<file path="config.mk">
export PLATFORM = sky130hd
export DESIGN_NAME = segment_glass_number_render
export DESIGN_NICKNAME = d
export VERILOG_FILES = /design/src/sv/sgnr_pkg.sv /design/src/sv/sgnr_front.sv /design/src/sv/sgnr_queue.sv /design/src/sv/sgnr_back.sv /design/src/sv/segment_glass_number_render.sv
export SDC_FILE = /design/constraint.sdc
export NUM_CORES = 1
export LEC_CHECK = 0
export BUFFER_PORTS_ARGS = -buffer_cell sky130_fd_sc_hd__clkbuf_2
export CAP_MARGIN = 20
export CORE_MARGIN = 3
export CORE_UTILIZATION = 50
export CTS_CLUSTER_SIZE = 28
export DETAILED_ROUTE_END_ITERATION = 8
export PLACE_DENSITY = 0.67
export SLEW_MARGIN = 25
export SYNTH_ARGS = -nofsm -noshare
export SYNTH_HDL_FRONTEND = slang
export SYNTH_HIERARCHICAL = 1
export SYNTH_SLANG_ARGS = --single-unit
</file>
<file path="constraint.sdc">
create_clock -name clk -period 5.8 [get_ports clk]
set_input_delay 0.29 -clock clk [delete_from_list [all_inputs] [get_ports clk]]
set_output_delay 0.29 -clock clk [all_outputs]
set_load 0.01 [all_outputs]
</file>
<file path="src/sv/sgnr_pkg.sv">
// ----------------------------------------------------------------------------
// sgnr_pkg
// Shared types, constants and the glass map of the segment glass renderer.
// ----------------------------------------------------------------------------
`default_nettype none

package sgnr_pkg;

    // Frame geometry
    localparam int NUM_ADDRS_DEF = 32;      // default nibbles per frame
    localparam int FRAME_NIBS    = 11;      // addresses 0..10 are held in a frame
    localparam int QUEUE_DEPTH   = 2;       // frames held between front and back
    localparam int OUT_ADDR_W    = 5;       // width of the nibble_address port

    // Value limits and digit split constants
    localparam logic [15:0] MAX_CLAMP   = 16'd9999;
    localparam logic [12:0] DIV10_MUL_W = 13'd6554;  // x / 10 = (x * 6554) >> 16
    localparam logic [7:0]  DIV10_MUL_N = 8'd205;    // x / 10 = (x * 205) >> 11

    // Icon positions
    localparam logic [3:0] COLON_ADDR = 4'd8;
    localparam logic [1:0] COLON_COM  = 2'd3;
    localparam logic [3:0] PM_ADDR    = 4'd3;
    localparam logic [1:0] PM_COM     = 2'd3;

    typedef logic [FRAME_NIBS-1:0][3:0] frame_t;
    typedef logic [3:0] digit_t;

    typedef struct packed {
        logic       en;
        logic [3:0] addr;
        logic [1:0] com;
    } glass_pos_t;

    // Segment patterns, bit 0 = a ... bit 6 = g
    localparam logic [6:0] SEG_FONT [10] = '{
        7'h3F, 7'h06, 7'h5B, 7'h4F, 7'h66, 7'h6D, 7'h7D, 7'h07, 7'h7F, 7'h6F
    };

    // [digit][segment a..g], digit 0 rightmost
    localparam glass_pos_t GLASS_MAP [4][7] = '{
        '{ '{1'b1, 4'd10, 2'd3}, '{1'b1, 4'd10, 2'd2}, '{1'b1, 4'd10, 2'd1},
           '{1'b1, 4'd9,  2'd1}, '{1'b1, 4'd8,  2'd1}, '{1'b1, 4'd9,  2'd3},
           '{1'b1, 4'd9,  2'd2} },
        '{ '{1'b1, 4'd8,  2'd2}, '{1'b1, 4'd7,  2'd3}, '{1'b1, 4'd7,  2'd1},
           '{1'b1, 4'd6,  2'd1}, '{1'b1, 4'd6,  2'd2}, '{1'b1, 4'd6,  2'd3},
           '{1'b1, 4'd7,  2'd2} },
        '{ '{1'b1, 4'd4,  2'd3}, '{1'b1, 4'd5,  2'd2}, '{1'b1, 4'd5,  2'd1},
           '{1'b1, 4'd4,  2'd1}, '{1'b1, 4'd3,  2'd1}, '{1'b1, 4'd3,  2'd2},
           '{1'b1, 4'd4,  2'd2} },
        '{ '{1'b0, 4'd0,  2'd0}, '{1'b1, 4'd2,  2'd2}, '{1'b1, 4'd2,  2'd1},
           '{1'b0, 4'd0,  2'd0}, '{1'b0, 4'd0,  2'd0}, '{1'b0, 4'd0,  2'd0},
           '{1'b1, 4'd1,  2'd2} }
    };

    // Map four digits and the icon flags onto the glass
    function automatic frame_t build_frame(
        input digit_t d3,
        input digit_t d2,
        input digit_t d1,
        input digit_t d0,
        input logic   colon,
        input logic   pm
    );
        frame_t     frame;
        digit_t     dig  [4];
        logic [3:0] show;
        logic [6:0] pat;
        glass_pos_t pos;
        frame   = '0;
        dig[0]  = d0;
        dig[1]  = d1;
        dig[2]  = d2;
        dig[3]  = d3;
        // leading zero blanking, rightmost digit always lit
        show[3] = (d3 != 4'd0);
        show[2] = show[3] || (d2 != 4'd0);
        show[1] = show[2] || (d1 != 4'd0);
        show[0] = 1'b1;
        for (int i = 0; i < 4; i++)
        begin
            pat = SEG_FONT[dig[i]];
            for (int s = 0; s < 7; s++)
            begin
                pos = GLASS_MAP[i][s];
                if (show[i] && pat[s] && pos.en)
                begin
                    frame[pos.addr][pos.com] = 1'b1;
                end
            end
        end
        if (colon)
        begin
            frame[COLON_ADDR][COLON_COM] = 1'b1;
        end
        if (pm)
        begin
            frame[PM_ADDR][PM_COM] = 1'b1;
        end
        return frame;
    endfunction

endpackage

`default_nettype wire

</file>
<file path="src/sv/sgnr_front.sv">
// ----------------------------------------------------------------------------
// sgnr_front
// Input pipeline: saturates the value, splits it into decimal digits with one
// divide by ten per stage and renders the frame into the queue.
// ----------------------------------------------------------------------------
`default_nettype none

module sgnr_front (
    input  wire logic              clk,
    input  wire logic              rst_n,
    input  wire logic              in_valid,
    output logic                   in_stall,
    input  wire logic [15:0]       value,
    input  wire logic              colon_lit,
    input  wire logic              pm_on,
    output logic                   push,
    output sgnr_pkg::frame_t       push_frame,
    input  wire logic              q_full
);

    // Stage 1: saturated value
    logic                  s1_v_reg;
    logic [13:0]           s1_x_reg;
    logic                  s1_colon_reg, s1_pm_reg;
    // Stage 2: value / 10 and units digit
    logic                  s2_v_reg;
    logic [9:0]            s2_q_reg;
    sgnr_pkg::digit_t      s2_d0_reg;
    logic                  s2_colon_reg, s2_pm_reg;
    // Stage 3: value / 100, tens and units
    logic                  s3_v_reg;
    logic [6:0]            s3_q_reg;
    sgnr_pkg::digit_t      s3_d1_reg, s3_d0_reg;
    logic                  s3_colon_reg, s3_pm_reg;
    // Stage 4: all four digits
    logic                  s4_v_reg;
    sgnr_pkg::digit_t      s4_d3_reg, s4_d2_reg, s4_d1_reg, s4_d0_reg;
    logic                  s4_colon_reg, s4_pm_reg;

    logic                  adv;
    logic [13:0]           s1_x_next;
    logic [26:0]           prod1;
    logic [9:0]            s2_q_next;
    logic [13:0]           rem1;
    logic [17:0]           prod2;
    logic [6:0]            s3_q_next;
    logic [9:0]            rem2;
    logic [14:0]           prod3;
    sgnr_pkg::digit_t      d3_next;
    logic [6:0]            rem3;

    // Whole pipeline moves unless a finished frame waits on a full queue
    assign adv      = !(s4_v_reg && q_full);
    assign in_stall = !adv;
    assign push     = s4_v_reg && !q_full;
    assign push_frame = sgnr_pkg::build_frame(s4_d3_reg, s4_d2_reg, s4_d1_reg,
                                              s4_d0_reg, s4_colon_reg, s4_pm_reg);

    // Saturate to four digits
    assign s1_x_next = (value > sgnr_pkg::MAX_CLAMP) ? sgnr_pkg::MAX_CLAMP[13:0]
                                                     : value[13:0];

    // Digit split, one reciprocal multiply per stage
    always_comb
    begin
        prod1     = 27'(s1_x_reg) * 27'(sgnr_pkg::DIV10_MUL_W);
        s2_q_next = prod1[25:16];
        rem1      = s1_x_reg - {1'b0, s2_q_next, 3'b000} - {3'b000, s2_q_next, 1'b0};

        prod2     = 18'(s2_q_reg) * 18'(sgnr_pkg::DIV10_MUL_N);
        s3_q_next = prod2[17:11];
        rem2      = s2_q_reg - {s3_q_next, 3'b000} - {2'b00, s3_q_next, 1'b0};

        prod3     = 15'(s3_q_reg) * 15'(sgnr_pkg::DIV10_MUL_N);
        d3_next   = prod3[14:11];
        rem3      = s3_q_reg - {d3_next[3:0], 3'b000} - {2'b00, d3_next, 1'b0};
    end

    // Valid bits
    always_ff @(posedge clk or negedge rst_n)
    begin
        if (!rst_n)
        begin
            s1_v_reg <= 1'b0;
            s2_v_reg <= 1'b0;
            s3_v_reg <= 1'b0;
            s4_v_reg <= 1'b0;
        end
        else if (adv)
        begin
            s1_v_reg <= in_valid;
            s2_v_reg <= s1_v_reg;
            s3_v_reg <= s2_v_reg;
            s4_v_reg <= s3_v_reg;
        end
    end

    // Payload
    always_ff @(posedge clk)
    begin
        if (adv)
        begin
            s1_x_reg     <= s1_x_next;
            s1_colon_reg <= colon_lit;
            s1_pm_reg    <= pm_on;

            s2_q_reg     <= s2_q_next;
            s2_d0_reg    <= rem1[3:0];
            s2_colon_reg <= s1_colon_reg;
            s2_pm_reg    <= s1_pm_reg;

            s3_q_reg     <= s3_q_next;
            s3_d1_reg    <= rem2[3:0];
            s3_d0_reg    <= s2_d0_reg;
            s3_colon_reg <= s2_colon_reg;
            s3_pm_reg    <= s2_pm_reg;

            s4_d3_reg    <= d3_next;
            s4_d2_reg    <= rem3[3:0];
            s4_d1_reg    <= s3_d1_reg;
            s4_d0_reg    <= s3_d0_reg;
            s4_colon_reg <= s3_colon_reg;
            s4_pm_reg    <= s3_pm_reg;
        end
    end

endmodule

`default_nettype wire

</file>
<file path="src/sv/sgnr_queue.sv">
// ----------------------------------------------------------------------------
// sgnr_queue
// Small frame queue between the render pipeline and the nibble sequencer.
// ----------------------------------------------------------------------------
`default_nettype none

module sgnr_queue (
    input  wire logic              clk,
    input  wire logic              rst_n,
    input  wire logic              push,
    input  wire sgnr_pkg::frame_t  push_frame,
    output logic                   full,
    input  wire logic              pop,
    output logic                   head_valid,
    output sgnr_pkg::frame_t       head_frame
);

    localparam int PTR_W = $clog2(sgnr_pkg::QUEUE_DEPTH);
    localparam int CNT_W = $clog2(sgnr_pkg::QUEUE_DEPTH + 1);

    sgnr_pkg::frame_t  mem_reg [sgnr_pkg::QUEUE_DEPTH];
    logic [PTR_W-1:0]  wr_ptr_reg, wr_ptr_next;
    logic [PTR_W-1:0]  rd_ptr_reg, rd_ptr_next;
    logic [CNT_W-1:0]  cnt_reg, cnt_next;

    assign full       = (cnt_reg == CNT_W'(sgnr_pkg::QUEUE_DEPTH));
    assign head_valid = (cnt_reg != '0);
    assign head_frame = mem_reg[rd_ptr_reg];

    // Pointer and fill count update
    always_comb
    begin
        wr_ptr_next = wr_ptr_reg;
        rd_ptr_next = rd_ptr_reg;
        cnt_next    = cnt_reg;
        if (push)
        begin
            wr_ptr_next = (wr_ptr_reg == PTR_W'(sgnr_pkg::QUEUE_DEPTH - 1)) ? '0
                                                                      : wr_ptr_reg + 1'b1;
        end
        if (pop)
        begin
            rd_ptr_next = (rd_ptr_reg == PTR_W'(sgnr_pkg::QUEUE_DEPTH - 1)) ? '0
                                                                      : rd_ptr_reg + 1'b1;
        end
        case ({push, pop})
            2'b10:   cnt_next = cnt_reg + 1'b1;
            2'b01:   cnt_next = cnt_reg - 1'b1;
            default: cnt_next = cnt_reg;
        endcase
    end

    always_ff @(posedge clk or negedge rst_n)
    begin
        if (!rst_n)
        begin
            wr_ptr_reg <= '0;
            rd_ptr_reg <= '0;
            cnt_reg    <= '0;
        end
        else
        begin
            wr_ptr_reg <= wr_ptr_next;
            rd_ptr_reg <= rd_ptr_next;
            cnt_reg    <= cnt_next;
        end
    end

    // Frame storage
    always_ff @(posedge clk)
    begin
        if (push)
        begin
            mem_reg[wr_ptr_reg] <= push_frame;
        end
    end

endmodule

`default_nettype wire

</file>
<file path="src/sv/sgnr_back.sv">
// ----------------------------------------------------------------------------
// sgnr_back
// Nibble sequencer: walks the head frame address by address into a
// registered output stage and releases the frame after its last nibble.
// ----------------------------------------------------------------------------
`default_nettype none

module sgnr_back #(
    parameter int NUM_ADDRS = sgnr_pkg::NUM_ADDRS_DEF
) (
    input  wire logic              clk,
    input  wire logic              rst_n,
    input  wire logic              head_valid,
    input  wire sgnr_pkg::frame_t  head_frame,
    output logic                   pop,
    output logic                   out_valid,
    input  wire logic              out_stall,
    output logic [sgnr_pkg::OUT_ADDR_W-1:0] nibble_address,
    output logic [3:0]             nibble_data,
    output logic                   last
);

    localparam int ADDR_W = $clog2(NUM_ADDRS);
    localparam int IDX_W  = $clog2(sgnr_pkg::FRAME_NIBS);

    logic [ADDR_W-1:0]                   cnt_reg, cnt_next;
    logic                                out_valid_reg, out_valid_next;
    logic [sgnr_pkg::OUT_ADDR_W-1:0]     addr_reg;
    logic [3:0]                          data_reg;
    logic                                last_reg;

    logic                                load;
    logic                                at_last;
    logic [ADDR_W+sgnr_pkg::OUT_ADDR_W-1:0] cnt_ext;
    logic [3:0]                          data_next;

    assign cnt_ext = {{sgnr_pkg::OUT_ADDR_W{1'b0}}, cnt_reg};
    assign at_last = (cnt_reg == ADDR_W'(NUM_ADDRS - 1));
    assign load    = head_valid && (!out_valid_reg || !out_stall);
    assign pop     = load && at_last;

    // Addresses past the glass carry no segments
    assign data_next = (cnt_reg < ADDR_W'(sgnr_pkg::FRAME_NIBS))
                     ? head_frame[cnt_ext[IDX_W-1:0]] : 4'd0;

    always_comb
    begin
        cnt_next       = cnt_reg;
        out_valid_next = out_valid_reg;
        if (load)
        begin
            cnt_next       = at_last ? '0 : cnt_reg + 1'b1;
            out_valid_next = 1'b1;
        end
        else if (!out_stall)
        begin
            out_valid_next = 1'b0;
        end
    end

    always_ff @(posedge clk or negedge rst_n)
    begin
        if (!rst_n)
        begin
            cnt_reg       <= '0;
            out_valid_reg <= 1'b0;
        end
        else
        begin
            cnt_reg       <= cnt_next;
            out_valid_reg <= out_valid_next;
        end
    end

    // Output item register
    always_ff @(posedge clk)
    begin
        if (load)
        begin
            addr_reg <= cnt_ext[sgnr_pkg::OUT_ADDR_W-1:0];
            data_reg <= data_next;
            last_reg <= at_last;
        end
    end

    assign out_valid      = out_valid_reg;
    assign nibble_address = addr_reg;
    assign nibble_data    = data_reg;
    assign last           = last_reg;

endmodule

`default_nettype wire

</file>
<file path="src/sv/segment_glass_number_render.sv">
// ----------------------------------------------------------------------------
// segment_glass_number_render
// Renders a saturated four-digit number plus colon and PM icons into the
// display-memory nibbles of a seven-segment glass.
// ----------------------------------------------------------------------------
// Each accepted item produces NUM_ADDRS output items (32 by default), one
// nibble per cycle while out_stall is low, in ascending address order with
// last on the final one; the nibble sequencer sets the sustained rate. A
// four-stage pipeline splits the value into digits and renders the frame,
// and a two-frame queue lets new items enter while the previous frame is
// still being sent.
`default_nettype none

module segment_glass_number_render #(
    parameter int NUM_ADDRS = sgnr_pkg::NUM_ADDRS_DEF
) (
    input  wire logic        clk,
    input  wire logic        rst_n,
    input  wire logic        in_valid,
    output logic             in_stall,
    input  wire logic [15:0] value,
    input  wire logic        colon_lit,
    input  wire logic        pm_on,
    output logic             out_valid,
    input  wire logic        out_stall,
    output logic [4:0]       nibble_address,
    output logic [3:0]       nibble_data,
    output logic             last
);

    logic              push;
    sgnr_pkg::frame_t  push_frame;
    logic              q_full;
    logic              pop;
    logic              head_valid;
    sgnr_pkg::frame_t  head_frame;

    // Digit split and render
    sgnr_front u_front (
        .clk        (clk),
        .rst_n      (rst_n),
        .in_valid   (in_valid),
        .in_stall   (in_stall),
        .value      (value),
        .colon_lit  (colon_lit),
        .pm_on      (pm_on),
        .push       (push),
        .push_frame (push_frame),
        .q_full     (q_full)
    );

    // Frame queue
    sgnr_queue u_queue (
        .clk        (clk),
        .rst_n      (rst_n),
        .push       (push),
        .push_frame (push_frame),
        .full       (q_full),
        .pop        (pop),
        .head_valid (head_valid),
        .head_frame (head_frame)
    );

    // Nibble sequencer
    sgnr_back #(
        .NUM_ADDRS (NUM_ADDRS)
    ) u_back (
        .clk            (clk),
        .rst_n          (rst_n),
        .head_valid     (head_valid),
        .head_frame     (head_frame),
        .pop            (pop),
        .out_valid      (out_valid),
        .out_stall      (out_stall),
        .nibble_address (nibble_address),
        .nibble_data    (nibble_data),
        .last           (last)
    );

endmodule

`default_nettype wire

</file>
# Word-level counts from Yosys, hierarchy flattened
# Memory sizes are Yosys's and may differ from the RTL's.
# Cells that the tools add are included.
[totals]
register_bits = 91
ram_bits = 52
romBits = 448
inputBits = 22
out_inout_bits = 12
elab_cells = 141
mem_count = 5
[op_classes]
add_sub_neg = 11
multipliers = 3
magnitude_cmp = 7
eq_ne = 5
mux = 44
bitwise_logic = 4
reduce_logical = 32
[mem_list]
columns = ["memory", "depth", "width", "read_ports", "rd_ports_with_merged_regs", "write_ports", "line", "rtl"]
rows = [
  ["(name not given)", 16, 7, 1, 0, 0, "sgnr_pkg.sv:82", "pat = SEG_FONT[dig[i]];"],
  ["(name not given)", 16, 7, 1, 0, 0, "sgnr_pkg.sv:82", ""],
  ["(name not given)", 16, 7, 1, 0, 0, "sgnr_pkg.sv:82", ""],
  ["(name not given)", 16, 7, 1, 0, 0, "sgnr_pkg.sv:82", ""],
  ["u_queue.mem_reg", 2, 26, 1, 0, 1, "sgnr_queue.sv:21", "sgnr_pkg::frame_t mem_reg [sgnr_pkg::QUEUE_DEPTH];"],
]
[op_table]
columns = ["cell", "count"]
rows = [
  ["7-bit 2-to-1 mux", 8],
  ["1-bit 2-to-1 mux", 32],
  ["14-bit by 12-bit multiplier with 25-bit output, second input constant", 1],
  ["4-bit subtractor", 6],
  ["1-bit logical AND", 21],
  ["5-bit >= comparator, second input constant", 4],
  ["4-bit inverter with 5-bit output", 4],
  ["10-bit by 8-bit multiplier with 18-bit output, second input constant", 1],
  ["4-bit binary-select mux with 4-bit select", 1],
  ["16-bit by 14-bit greater-than comparator with 1-bit output, second input constant", 1],
  ["7-bit by 8-bit multiplier with 15-bit output, second input constant", 1],
  ["4-bit nonzero test", 3],
  ["5-bit by 1-bit adder with 5-bit output, second input constant", 1],
  ["5-bit == test, second input constant", 1],
  ["4-bit by 5-bit < comparator with 1-bit output, second input constant", 1],
  ["5-bit by 4-bit < comparator with 1-bit output, second input constant", 1],
  ["5-bit 2-to-1 mux", 1],
  ["2-bit == test, second input constant", 2],
  ["4-bit 2-to-1 mux", 1],
  ["2-bit case mux with 2 select lines", 1],
  ["2-bit nonzero test", 2],
  ["1-bit zero test", 3],
  ["1-bit logical OR", 3],
  ["1-bit adder, second input constant", 2],
  ["4 further kinds", 4],
]

# Longest topological paths before layout
[depth]
ltp_word = 6
ltp_mapped = 27
mapped_depth_nobuf = 27

# Modules after synthesis
# The synthesis kept the hierarchy.
[modules_own_cells]
columns = ["module", "instances", "cells_each", "area_per_inst_um2", "seq_area_each_um2"]
rows = [
  ["sgnr_front", 1, 804, 8562.0, 2112.0],
  ["sgnr_queue", 1, 153, 3562.2, 2742.6],
  ["sgnr_back", 1, 98, 1042.2, 450.4],
]

# Least setup slack after synthesis
# Ideal clock, no wire load.
[synth_path]
path_kind = "register -> register"
startpoint = "register u_front.s1_x_reg[3]"
endpoint = "register u_front.s2_d0_reg[3] (data pin)"
setup_time_ns = 0.262
arrival_ns = 5.352
t_required_ns = 5.538
slack_ns = 0.186
path_stages_with_launch = 25
path_buffers = 0
synth_period_minus_slack_ns = 5.614
cell_sequence = "edfxtp_1 -> ha_1 -> inv_1 -> fa_1 -> inv_1 -> fa_1 -> fa_1 -> inv_1 -> fa_1 -> inv_1 -> ha_1 -> o21a_1 -> nand3_1 -> nand3b_2 -> a21o_1 -> a21oi_1 -> xnor2_1 -> ha_1 -> xnor2_2 -> a21oi_1 -> a221oi_1 -> a21oi_1 -> a31oi_1 -> nand3_1 -> xnor2_1"
[synth_between]
elab_cells_between_ends = 3
classes_between = "2 x add/sub; 1 x mul"
[synth_rtl]
columns = ["element", "line", "rtl"]
rows = [
  ["from (decl)", "sgnr_front.sv:23", "logic [13:0] s1_x_reg;"],
  ["from (signal assigned)", "sgnr_front.sv:103", "s1_x_reg <= s1_x_next;"],
  ["14-bit by 12-bit multiplier with 25-bit output", "sgnr_front.sv:66", "prod1 = 27'(s1_x_reg) * 27'(sgnr_pkg::DIV10_MUL_W);"],
  ["named net u_front.prod1[17]", "sgnr_front.sv:42", "logic [26:0] prod1;"],
  ["4-bit subtractor", "sgnr_front.sv:68", "rem1 = s1_x_reg - {1'b0, s2_q_next, 3'b000} - {3'b000, s2_q_next, 1'b0};"],
  ["named net u_front.rem1[3]", "sgnr_front.sv:44", "logic [13:0] rem1;"],
  ["to (signal assigned)", "sgnr_front.sv:108", "s2_d0_reg <= rem1[3:0];"],
  ["to (decl)", "sgnr_front.sv:28", "sgnr_pkg::digit_t s2_d0_reg;"],
]
# The timed path passes the listed nets, and every way through them passes these cells.
# A chain may end at the register's enable or synchronous reset.

# Worst setup path in the final report
[layout_path]
startpoint = "register u_front.s1_x_reg[1]"
endpoint = "register u_front.s2_d0_reg[3] (data pin)"
# The elaborated chain is that of the path after synthesis.

==> results.ini <==
[synthesis]
yosysWarnings = 6
synthMuxAreaShare = 0.07051
synth_compound_area_frac = 0.05559
synth_area_per_cell_um2 = 12.48
ys_types = 63
synth_top_cell_by_area = edfxtp_1
synth_xor_area_frac = 0.03155
synthCells = 1055
synth_seq_cells = 179
synth-adder-area-share = 0.3062
synthSimpleGateAreaFrac = 0.05236
ys.flop_type = edfxtp_1
ys_top_cells_by_area = edfxtp_1, ha_1, fa_1, inv_1, mux2_4
synth_area_um2 = 13170
synth_top_family_by_area = adder cells
synth.top_cell.area_share = 0.3763
synth_edf_count = 165
async_flop_share = 0.07821
ys_seq_area_frac = 0.4029

[placed_design]
place_ws_ns = -0.05619
place_congestion = 0.8521
post-dp-hpwl_um = 15950
portBuffers = 33

[timing]
finalClockSkew_ns = 0.01515
tightest_slew_ns = 0.9761
setup_tns_ns = 0
hold_viol = 0
min_period_over_period = 0.9669
fmax_ghz = 0.1783
hold_slack_ns = 0.03539
drv_slew = 0
setup_viol = 0
post-route-min-period_ns = 5.608
fin_ws_ns = 0.1918
relSlewSlack = 0.3493

[clock_tree]
clk_latency_ns = 0.43
clk_pin_slew_ns = 0.07
cts_sinks = 179
h-tree-depth = 4
cts_root_buf = clkbuf_16
clockBufferDepth = 2
cts_tree = yes
cts_buffers = 17

[global_route]
grt_pass1_vias = 7731
grt_max_degree = 73
grt_pass1_wl_um = 36380
antenna_found_initial = 0
grtUsageTotal = 0.1563
gr-total-overflow = 0

[floorplanning]
initial_utilization = 0.5154
num_io_pins = 34
coreArea_um2 = 25540
die_w_um = 168.3
num_rows = 58
die_h_um = 168.3
die_area_um2 = 28320

[setup_path]
start_kind = register
crit_family = adder cells
path_class = register to register
timing.rr.start = u_front/s1_x_reg[1]
max_stage_delay_ns = 0.53
path_cells = buf_6 > ha_4 > xor2_2 > ha_2 > fa_1 > fa_1 > inv_2 > fa_1 > inv_1 > ha_1 > o21a_1 > nand3_2 > nand3b_4 > a21o_1 > a21oi_2 > xnor2_2 > ha_2 > xnor2_2 > buf_4 > a221oi_2 > a21oi_1 > a31oi_1 > nand3_1 > xnor2_1
critPathRequiredTime_ns = 5.97
endpoint_kind = register
critical_path_buf_inv_count = 4
cp-startpoint = u_front/s1_x_reg[1]
cp_slowest_cell = fa_1
worstPathMaxFanout = 4
crit_path_frequent_cell = fa_1
critical_path_arrival_ns = 5.78

[hold_path]
hold_class = primary input to register
min_from = pm_on

[flow_run]
cap_violations = 0

[detailed_routing]
wirelength_um = 21160
vias_per_cell = 5.062
wl_per_cell_um = 14.46
drtPass1Iterations = 5
via_count = 7406
drc = 0
drtIter0Drc = 361
ant_nets = 0

[final_layout]
fillers = 2068
diodes = 0
syn2layout_area_growth_pct = 9.788
regArea_um2 = 5306
largest_register_ffs = 88
multiInputGateArea_um2 = 7012
nets = 1421
drive_above_1_share = 0.1633

[run_status]
status = complete, no violations

cell families after synthesis:
| logic type | after synthesis |
|---|---|
| compound gates | 108 |
| xor+xnor | 45 |
| fa+ha+maj | 279 |
| buf+inv | 233 |
| flops | 179 |
| mux | 72 |
| other cells | 1 |
| simple gates | 138 |
path summary, 6_finish.rpt:
check                      cells past startpoint                   end  slack (ns)
hold reg to reg                                0  u_front/s4_colon_reg        0.41
hold / removal                                 1     u_front/s1_pm_reg        0.04
min in group asynchronous                      2      u_front/s1_v_reg        0.30
setup / recovery                              24  u_front/s2_d0_reg[3]        0.19
max in group asynchronous                      2    u_queue/rd_ptr_reg        5.22
setup reg to reg                              24  u_front/s2_d0_reg[3]        0.19
synth_stat cells (3+ instances only):
master and n:
a211oi_1 4, a21o_1 10, a21oi_1 33, a22oi_1 9, a31oi_1 6, and2_1 11, and3_1 3, buf_12 5
buf_2 4, buf_4 20, clkbuf_1 3, dfrtp_1 14, edfxtp_1 165, fa_1 72, ha_1 207, inv_1 197
mux2_2 10, mux2_4 39, mux2i_1 23, nand2_1 29, nand2b_1 14, nand3_1 14, nand4_1 4, nor2_1 35
nor2b_1 6, nor3_1 6, o21a_1 4, o21ai_0 9, o21ai_1 10, o21bai_1 4, or2_2 4, or3_1 4
xnor2_1 28, xor2_1 15
per-stage QoR:
stage | util | instances | cell area, µm²
final | 0.5659 | 1463 | 14460
after detailed placement | 0.5340 | 1417 | 13640
after CTS | 0.5570 | 1451 | 14230
after global placement | 0.5338 | 1417 | 13640
after floorplan | - | 1072 | 13230
after global routing | 0.5659 | 1463 | 14460
layout by cell type, fill, tap and decap left out, types with 23 or more instances in the layout:
cell type,n
clkbuf_2,33
inv_1,193
mux2_4,39
buf_4,27
edfxtp_1,165
mux2i_1,23
fa_1,72
a21oi_1,31
nand2_1,28
ha_1,198
xnor2_1,27
nor2_1,33
area by class of cell:
class | count | share of cell area
clock inverters | 14 | 0.009694
well taps | 330 | 0.02856
clock buffers | 18 | 0.02969
inverters | 198 | 0.05142
multi-input cells | 660 | 0.4851
repair buffers | 64 | 0.02848
flip-flops and latches | 179 | 0.3671
what timing repair did:
item / 4_1_cts / 5_1_grt
resized for setup: 0 / 27
setup endpoints to repair: 1 / 1
hold buffers: 1 / 0
hold endpoints to repair: 14 / 0
pin swaps: 1 / 24
buffers inserted: 1 / 12
routing by layer:
| metal | global-route usage | routed length, µm |
|---|---|---|
| met5 | 0 | 0 |
| met4 | 0.02810 | 142 |
| met3 | 0.03358 | 759 |
| met2 | 0.2731 | 10830 |
| met1 | 0.2035 | 9427 |
Power is left out: the tool's default activity adds up to more than one toggle a clock period on the data nets, which glitch-free logic cannot reach.
